$ cat src/rtl/iprt_ram.sv
`default_nettype none
module iprt_ram #(
  parameter int WIDTH = 8,
  parameter int DEPTH = 16
) (
  input  wire logic                     clk,
  input  wire logic                     we,
  input  wire logic [$clog2(DEPTH)-1:0] waddr,
  input  wire logic [WIDTH-1:0]         wdata,
  input  wire logic [$clog2(DEPTH)-1:0] raddr,
  output logic      [WIDTH-1:0]         rdata
);
  logic [WIDTH-1:0] mem [DEPTH];
  always_ff @(posedge clk) begin
    if (we) begin
      mem[waddr] <= wdata;
    end
    rdata <= mem[raddr];
  end
endmodule
`default_nettype wire

$ cat config.mk
export PLATFORM = sky130hd
export DESIGN_NAME = iprt_ram
export DESIGN_NICKNAME = d
export VERILOG_FILES = /design/src/rtl/iprt_ram.sv
export SDC_FILE = /design/constraint.sdc
export NUM_CORES = 1
export LEC_CHECK = 0
export BUFFER_PORTS_ARGS = -buffer_cell sky130_fd_sc_hd__buf_2
export CAP_MARGIN = 15
export CORE_ASPECT_RATIO = 1.4
export CORE_UTILIZATION = 27
export CTS_BUF_LIST = sky130_fd_sc_hd__clkbuf_8
export CTS_CLUSTER_SIZE = 30
export DETAILED_ROUTE_END_ITERATION = 8
export PLACE_DENSITY = 0.44
export SLEW_MARGIN = 20
export SYNTH_ARGS = -nofsm -noshare
export SYNTH_HDL_FRONTEND = slang
export SYNTH_SLANG_ARGS = --single-unit
$ cat constraint.sdc
create_clock -name clk -period 2.66 [get_ports clk]
set_input_delay 0.399 -clock clk [delete_from_list [all_inputs] [get_ports clk]]
set_output_delay 0.399 -clock clk [all_outputs]
set_load 0.01 [all_outputs]
==> results by group, run 1 <==
Setup path
  – Worst setup path start: waddr[2]
  – R2R Path End: rdata[0]
  – Worst Setup EP: mem[2][4]
  – Setup slack, reg-to-reg: 1.20 ns
  – Worst Setup End Kind: flop
  – CP Class: primary input to flop
  – CP required: 2.71 ns
  – Largest fanout on the critical path: 8
  – CP Launch Type: primary input
  – Worst r2r path cells: 3
  – R2r startpoint: mem[1][0]
  – CP arrival: 1.69 ns

Route
  – Vias: 2,394
  – ANT nets after route: 0
  – Drt drc: 0
  – Initial DRC count: 135
  – WL/cell: 20.09 um
  – First-pass DRT Iterations: 4
  – Final wirelength: 10,850 um
  – Vias per std cell: 4.433

Floorplan
  – Core ar.: 18,600 um^2
  – Num rows: 59
  – Die ar.: 19,630 um^2
  – I/O pin count: 26
  – Initial Util: 27.67%
  – Die span in y: 165.4 um
  – Die X-Extent: 118.7 um

Timing
  – Setup violations, final: 0
  – Max Slew Vio Count: 0
  – RSZ-0062 raised after global routing: no
  – Setup Skew: 0.01012 ns
  – Actual slew at the worst max-slew pin: 0.8478 ns
  – Fmax: 608.2 MHz
  – Rel. slew slack: 43.27%
  – Crit path time final: 1.644 ns
  – Period utilisation layout: 61.81%
  – Fin Setup TNS: 0 ns
  – Final Hold Viols: 0

Logic synthesis
  – Post-synthesis register bit count: 136
  – Post-Syn Instances: 229
  – Netlist Area Pre-Place: 5147 um^2
  – Sequential cell area fraction in the yosys report: 77.78%
  – Post-synth top area share: 74.67%
  – Distinct cell type count after synthesis: 19
  – Synth warnings: 0
  – Top cells by area, synth: edfxtp_1, mux4_2, mux4_1, dfxtp_1, a22oi_1
  – Syn_nets: 247
  – Dominant cell type by area after synthesis: edfxtp_1
  – Average cell area after synthesis: 22.48 um^2

Clocking
  – PostCTS Resize Cnt: 0
  – H-Tree Depth: 4
  – Later-pin clock latency in the skew report: 0.43 ns
  – Root Driver: clkbuf_8
  – Post-CTS Hold Fix Bufs: 0
  – Post-CTS setup buffers: 0
  – CTS Buf Count: 17
  – CTS tree: done
  – Max clock buf depth: 2
  – Worst-path clk slew: 0.07 ns
  – Sink count of the clock tree: 136

Global routing
  – Largest net degree at the start of global routing: 33
  – GRT busiest layer: met2
  – Routing usage on met3: 2.782%
  – Met2 usage: 20.60%
  – Vias in the first global route: 2,552
  – Antenna violations before repair: 0
  – Global route overflow: 0
  – Total GRT Usage: 11.97%
  – M1 GR Usage: 14.30%
  – First-pass GRT wire length: 15,920 um

Power and ir drop
  – VDD IR max: 0.2856 mV
  – Lkg Pwr: 0.001983 uW
  – PwrDens: 680.5 nW/um^2

Layout
  – N_diodes: 0
  – Most frequent cells in the layout: edfxtp_1, buf_2, buf_4, mux4_2, clkbuf_8
  – # fillers: 1,808
  – Layout cells sized above 1: 30.07%
  – Nets: 301
  – Area delta synth->final: 16.26%
  – Commonest non-fill, non-tap cell in the layout: edfxtp_1
  – Final Cell Area: 5984 um^2

Place
  – Dpl cell area: 5654 um^2
  – Port bufs: 25
  – Hpwl dp: 7040 um
  – Gpl congestion: 0.7047

Hold path
  – Type of the worst min-delay path: primary input to flop

Status
  – Status: completed

Job
  – Maxcap violations: 0
-- area by class of cell --
class	count	area [um^2]	share of cell area, %
clock inverters	15	96.34	1.610
clock buffers	17	234.0	3.910
multi-input cells	83	1057	17.67
well taps	244	305.3	5.101
flip-flops and latches	136	4004	66.90
repair buffers	45	287.8	4.809
-- per-layer routing --
metal / share of wire [%] / wire (um) / up-vias
li1: - / - / 1080
met1: 43 / 4612 / 1251
met2: 52 / 5676 / 54
met3: 3.7 / 405 / 9
met4: 1.4 / 157 / 0
met5: 0 / 0 / -
-- synth_stat cells --
| master | number |
|---|---|
| nor2_1 | 13 |
| clkdlybuf4s25_2 | 3 |
| nand3b_1 | 2 |
| mux4_2 | 18 |
| nand3_1 | 1 |
| dfxtp_1 | 8 |
| or3b_2 | 1 |
| nand2_1 | 9 |
| buf_2 | 3 |
| buf_6 | 3 |
| and2b_1 | 1 |
| and2_1 | 1 |
| edfxtp_1 | 128 |
| buf_4 | 1 |
| a22oi_1 | 16 |
| nor2b_1 | 1 |
| nor3_1 | 4 |
| nand2b_1 | 2 |
| mux4_1 | 14 |
-- registers in the layout, summed over array words and instances (netlist names) --
signal,cells
mem,128
rdata,8
-- metrics by stage --
step           cells  hold slack [ns]  utilization [%]  worst slack, ns  power, uW
5_1_grt          540           0.3386            32.17           0.9992       4221
3_3_place_gp     508           0.6640            30.39           0.5874       2691
2_1_floorplan    229           0.4979                -           0.7681       2579
6_report         540           0.3555            32.17            1.016       4072
3_5_place_dp     508           0.6645            30.39           0.5516       2692
4_1_cts          540           0.3272            32.17            1.022       4129
-- worst min-delay path by stage --
stage	slack (ns)	from	cells after the start	to
after floorplan	0.50	wdata[0]	0	mem[0][0]
after global placement	0.66	mem[15][4]	3	rdata[4]
after detailed placement	0.66	mem[4][1]	3	rdata[1]
after CTS	0.33	wdata[1]	1	mem[11][1]
after global routing	0.34	wdata[1]	1	mem[10][1]
final	0.36	wdata[1]	1	mem[10][1]
-- power by group --
| group | switching, uW | internal (uW) | leakage [uW] | total [uW] |
|---|---|---|---|---|
| logic | 133 | 94.7 | 0.000581 | 228 |
| registers | 14.3 | 2390 | 0.00122 | 2410 |
| clock network | 733 | 704 | 0.000178 | 1440 |
-- logic make-up (layout without fill, tap and decap cells) --
family | count (synthesis) | in the layout | share of synthesized area (%)
multiplexers | 32 | 32 | 15.02
AND/OR/NAND/NOR | 35 | 35 | 3.184
buffers and inverters | 10 | 77 | 1.677
AO/OA/AOI/OAI | 16 | 16 | 2.334
flip-flops | 136 | 136 | 77.78
-- critical path, stage by stage --
cell and delay [ns]:
buf_2 0.11, or3b_2 0.51, nor2_1 0.67
(Power assumes the default switching activity.)
==> run 2, diff against run 1 <==
Clock period 2.66 ns to 1.57 ns, I/O delays scaled along.
==> run 2 against run 1 <==
Effect of this change:
- global-route usage is essentially flat
- utilization grew 0.54 points
- total power grew 70%
- combinational power grew 80%
- critical path depth is the same
- non-clock buffer count grew 6
- register-to-register slack lost 1.0 ns
- first-iteration DRC count grew 8.9%
- count of clock-buffer cells in the layout is the same
- largest power group unchanged
==> results by group, run 2 (synthesized netlist as in run 1, its figures left out) <==
Setup path
  – R2r startpoint: mem[5][2]
  – CP top delay family: multiplexers
  – Worst Setup End Kind: flop
  – Slowest cell on the critical path: mux4_1
  – CP Class: flop to flop
  – CP arrival: 1.70 ns
  – Worst path max stage delay: 0.54 ns
  – Worst r2r path cells: 3
  – Setup slack, reg-to-reg: 0.19 ns
  – CP Launch Type: flop
  – CP required: 1.88 ns
  – Worst path bufs/invs: 0
  – Largest fanout on the critical path: 1
  – Critical path cell sequence: mux4_1 > a22oi_1 > nand2_1
  – R2R Path End: rdata[2]

Timing
  – Setup violations, final: 0
  – Setup Skew: 0.008618 ns
  – Actual slew at the worst max-slew pin: 0.7585 ns
  – Fmax: 722.3 MHz
  – Rel. slew slack: 49.25%
  – Fin Setup TNS: 0 ns
  – Hold_ws: 0.1812 ns
  – Crit path time final: 1.384 ns
  – Period utilisation layout: 88.18%
  – Final Hold Viols: 0
  – Max Slew Vio Count: 0
  – RSZ-0062 raised after global routing: no

Clocking
  – Post-CTS setup buffers: 0
  – PostCTS Resize Cnt: 0
  – Worst-path clk slew: 0.09 ns
  – Post-CTS Hold Fix Bufs: 0
  – Sink count of the clock tree: 136
  – CTS Buf Count: 17
  – Later-pin clock latency in the skew report: 0.43 ns
  – H-Tree Depth: 4
  – Max clock buf depth: 2
  – Root Driver: clkbuf_8
  – CTS tree: done

Route
  – Final wirelength: 10,780 um
  – Initial DRC count: 147
  – Routed wire length on met3: 370 um
  – Drt drc: 0
  – First-pass DRT Iterations: 5
  – Met2 routed WL: 5784 um
  – Wire length on met1: 4486 um
  – WL/cell: 19.74 um
  – Top Metal Used: met4
  – Vias: 2,400
  – Vias per std cell: 4.396
  – ANT nets after route: 0

Global routing
  – Total GRT Usage: 11.93%
  – Antenna violations before repair: 0
  – Global route overflow: 0
  – First-pass GRT wire length: 16,410 um
  – Largest net degree at the start of global routing: 19
  – Vias in the first global route: 2,589

Job
  – Maxcap violations: 0

Hold path
  – Worst hold start: wdata[1]
  – Type of the worst min-delay path: primary input to flop
  – Worst Hold Depth: 1
  – WHS Endpoint: mem[6][1]

Power and ir drop
  – Clk pwr share: 35.3%
  – Switching power total: 1613 uW
  – Power, Total: 6933 uW
  – P_int: 5320 uW
  – VDD IR max: 0.4159 mV
  – Lkg Pwr: 0.002016 uW
  – PwrDens: 1139 nW/um^2
  – Combinational share of power: 5.9%
  – Switch share: 23.27%
  – Sequential power share: 58.7%

Floorplan
  – Num rows: 59
  – Initial Util: 27.67%
  – Die span in y: 165.4 um
  – Die X-Extent: 118.7 um
  – Core ar.: 18,600 um^2
  – Die ar.: 19,630 um^2
  – I/O pin count: 26

Place
  – Hpwl dp: 7375 um
  – Port bufs: 25
  – Dpl cell area: 5742 um^2
  – Cell count after placement: 514
  – Gpl congestion: 0.7797

Layout
  – Layout cells sized above 1: 33.44%
  – Sequential Area: 4004 um^2
  – Max reg flops: 128
  – Most frequent cells in the layout: edfxtp_1, buf_2, buf_4, mux4_2, clkbuf_8
  – Multi-input logic area: 1062 um^2
  – N_diodes: 0
  – Biggest registers after layout: mem: 128 flops, rdata: 8 flops
  – Final non-filler cell total: 546
  – Area delta synth->final: 18.21%
  – Commonest non-fill, non-tap cell in the layout: edfxtp_1
  – # fillers: 1,836
  – Most flops, register: mem
  – Nets: 307
  – Final Cell Area: 6085 um^2

Status
  – Status: completed
## run 2: cell count changes in the layout (fill, tap and decap cells not counted), sizes merged
cell | previous run | this run
clkinvlp | 2 | 4
bufinv | 1 | 0
buf | 45 | 51
inv | 3 | 2
## run 2: per-stage QoR
stage | worst slack, ns | utilization (%)
6_report | 0.1856 | 32.71
5_1_grt | 0.1351 | 32.71
4_1_cts | 0.1709 | 32.71
3_5_place_dp | -0.08330 | 30.86
3_3_place_gp | -0.09340 | 30.86
2_1_floorplan | 0.06835 | -
## run 2: cell type report
cell class / instances / share of cell area (%)
flip-flops and latches: 136 / 65.80
multi-input cells: 83 / 17.46
repair buffers: 51 / 6.087
well taps: 244 / 5.017
clock buffers: 17 / 3.845
clock inverters: 15 / 1.789
## run 2: worst max-delay path by stage
stage,startpoint,end,slack (ns),cells after the start
after detailed placement,raddr[0],rdata[0],-0.08,5
after CTS,mem[1][3],rdata[3],0.17,3
after floorplan,waddr[2],mem[3][0],0.07,2
after global routing,mem[1][3],rdata[3],0.14,3
final,mem[5][2],rdata[2],0.19,3
after global placement,raddr[0],rdata[3],-0.09,5
## run 2: power groups by stage
stage               combinational (uW)  sequential [uW]  clock, uW
floorplan                          206             4160          0
global placement                   414             4150          0
detailed placement                 421             4160          0
CTS                                423             4080       2520
global route                       449             4080       2670
finish                             411             4070       2450
## run 2: worst register-to-register path: stages, from the launching register on
cell      delay (ns)
edfxtp_1        0.36
mux4_1          0.54
a22oi_1         0.27
nand2_1         0.09
## run 2: per-layer routing
| metal | vias up | GRT usage [%] |
|---|---|---|
| met4 | 0 | 4.488 |
| met5 | - | 0 |
| met2 | 59 | 21.19 |
| li1 | 1091 | - |
| met1 | 1241 | 14.25 |
| met3 | 9 | 2.473 |
==> run 3, diff against run 2 <==
Settings changed: GPL_TIMING_DRIVEN set to 0, SLEW_MARGIN 20 to unset.
==> run 3 against run 2 <==
Effect of this change:
- routed wire length down 0.31%
- cell count down 2.7%
- flip-flop and latch count unchanged
- utilization down 0.24 points
- non-clock buffer count down 15
- critical path depth unchanged
- total power up 11%
- hold slack better by 0.037 ns
- sequential share of layout area up 0.48 points
- critical endpoint is now mem[2][5]
- setup slack worse by 0.13 ns
- first-iteration DRC count up 17%
- sequential power about the same
==> results by group, run 3 (synthesized netlist as in run 1, its figures left out) <==
Timing
  – Fmax: 658.8 MHz
  – Hold_ws: 0.2184 ns
  – Actual slew at the worst max-slew pin: 0.8621 ns
  – Rel. slew slack: 42.31%
  – Max Slew Vio Count: 0
  – RSZ-0062 raised after global routing: no
  – Period utilisation layout: 96.68%
  – Setup Skew: 0.008261 ns
  – Final worst slack: 0.05216 ns
  – Final Hold Viols: 0
  – Crit path time final: 1.518 ns
  – Setup violations, final: 0

Floorplan
  – Die span in y: 165.4 um
  – Num rows: 59
  – Die X-Extent: 118.7 um
  – Die ar.: 19,630 um^2
  – I/O pin count: 26
  – Core ar.: 18,600 um^2
  – Initial Util: 27.67%

Global routing
  – Antenna violations before repair: 0
  – First-pass GRT wire length: 16,010 um
  – Total GRT Usage: 11.85%
  – Largest net degree at the start of global routing: 17
  – Global route overflow: 0
  – Vias in the first global route: 2,525

Layout
  – Most frequent cells in the layout: edfxtp_1, buf_2, mux4_2, clkbuf_8, a22oi_1
  – Final Cell Area: 6041 um^2
  – Biggest registers after layout: mem: 128 flops, rdata: 8 flops
  – Most flops, register: mem
  – N_diodes: 0
  – Layout cells sized above 1: 29.62%
  – Multi-input logic area: 1067 um^2
  – Sequential Area: 4004 um^2
  – Commonest non-fill, non-tap cell in the layout: edfxtp_1
  – # fillers: 1,812
  – Nets: 292
  – Area delta synth->final: 17.36%
  – Fin util: 32.47%
  – Max reg flops: 128

Power and ir drop
  – VDD IR max: 0.4445 mV
  – Lkg Pwr: 0.001979 uW
  – PwrDens: 1269 nW/um^2

Route
  – Vias per std cell: 4.480
  – First-pass DRT Iterations: 4
  – WL/cell: 20.24 um
  – Vias: 2,379
  – Final wirelength: 10,750 um
  – ANT nets after route: 0
  – Drt drc: 0
  – Initial DRC count: 172

Hold path
  – Type of the worst min-delay path: primary input to flop

Setup path
  – Critical path cell sequence: buf_2 > or3b_2 > nor2_1
  – Worst path max stage delay: 0.68 ns
  – CP required: 1.62 ns
  – CP Launch Type: primary input
  – Largest fanout on the critical path: 8
  – Slowest cell on the critical path: nor2_1
  – Worst Setup End Kind: flop
  – CP arrival: 1.57 ns
  – CP Class: primary input to flop

Status
  – Status: completed

Clocking
  – Worst-path clk slew: 0.08 ns
  – Post-CTS Hold Fix Bufs: 0
  – Post-CTS setup buffers: 0
  – Sink count of the clock tree: 136
  – CTS Buf Count: 17
  – PostCTS Resize Cnt: 0
  – Max clock buf depth: 2
  – H-Tree Depth: 4
  – CTS tree: done
  – Root Driver: clkbuf_8
  – Later-pin clock latency in the skew report: 0.42 ns

Place
  – Gpl congestion: 0.7981
  – Dpl cell area: 5598 um^2
  – Port bufs: 24
  – Hpwl dp: 7063 um
  – Setup slack after placement: -0.4061 ns

Job
  – Maxcap violations: 0
-- run 3: changes by cell type in the layout (fill, tap and decap cells not counted), sizes merged --
cell           before  now
buf                51   33
clkdlybuf4s25       0    3
inv                 2    3
clkinvlp            4    1
bufinv              0    5
clkinv              9    6
-- run 3: area by class of cell --
| type | count | area share, % |
|---|---|---|
| repair buffers | 26 | 2.237 |
| flip-flops and latches | 136 | 66.28 |
| plain buffers | 10 | 1.429 |
| clock inverters | 15 | 3.459 |
| well taps | 244 | 5.054 |
| multi-input cells | 83 | 17.67 |
| clock buffers | 17 | 3.873 |
-- run 3: per-layer routing --
metal / global-route usage [%] / part of all wire (%) / vias up
li1: - / - / 1058
met1: 14.16 / 43 / 1251
met2: 20.41 / 51 / 59
met3: 2.816 / 4.1 / 11
met4: 5.121 / 1.8 / 0
met5: 0 / 0 / -
-- run 3: per-stage QoR --
stage	TNS [ns]	cells	power, uW
after global routing	0	531	7892
after global placement	-36.36	497	4564
final	0	531	7665
after CTS	0	531	7736
after detailed placement	-24.98	499	4572
after floorplan	0	229	4370
-- run 3: path summary, 6_finish.rpt --
check / startpoint / end / slack (ns) / cells after the start
hold / removal: wdata[5] / mem[4][5] / 0.22 / 1
hold reg to reg: mem[14][3] / rdata[3] / 0.69 / 3
setup reg to reg: mem[1][2] / rdata[2] / 0.09 / 3
setup / recovery: waddr[2] / mem[2][5] / 0.05 / 3
-- run 3: report_power, final --
group	switching, uW	internal [uW]
clock network	1310	1870
registers	17.4	4050
logic	246	163
total	1580	6090
-- run 3: critical path: cells and delay by family --
kind	cells	cell delay (ns)
buf+inv	1	0.12
simple gates	2	1.21
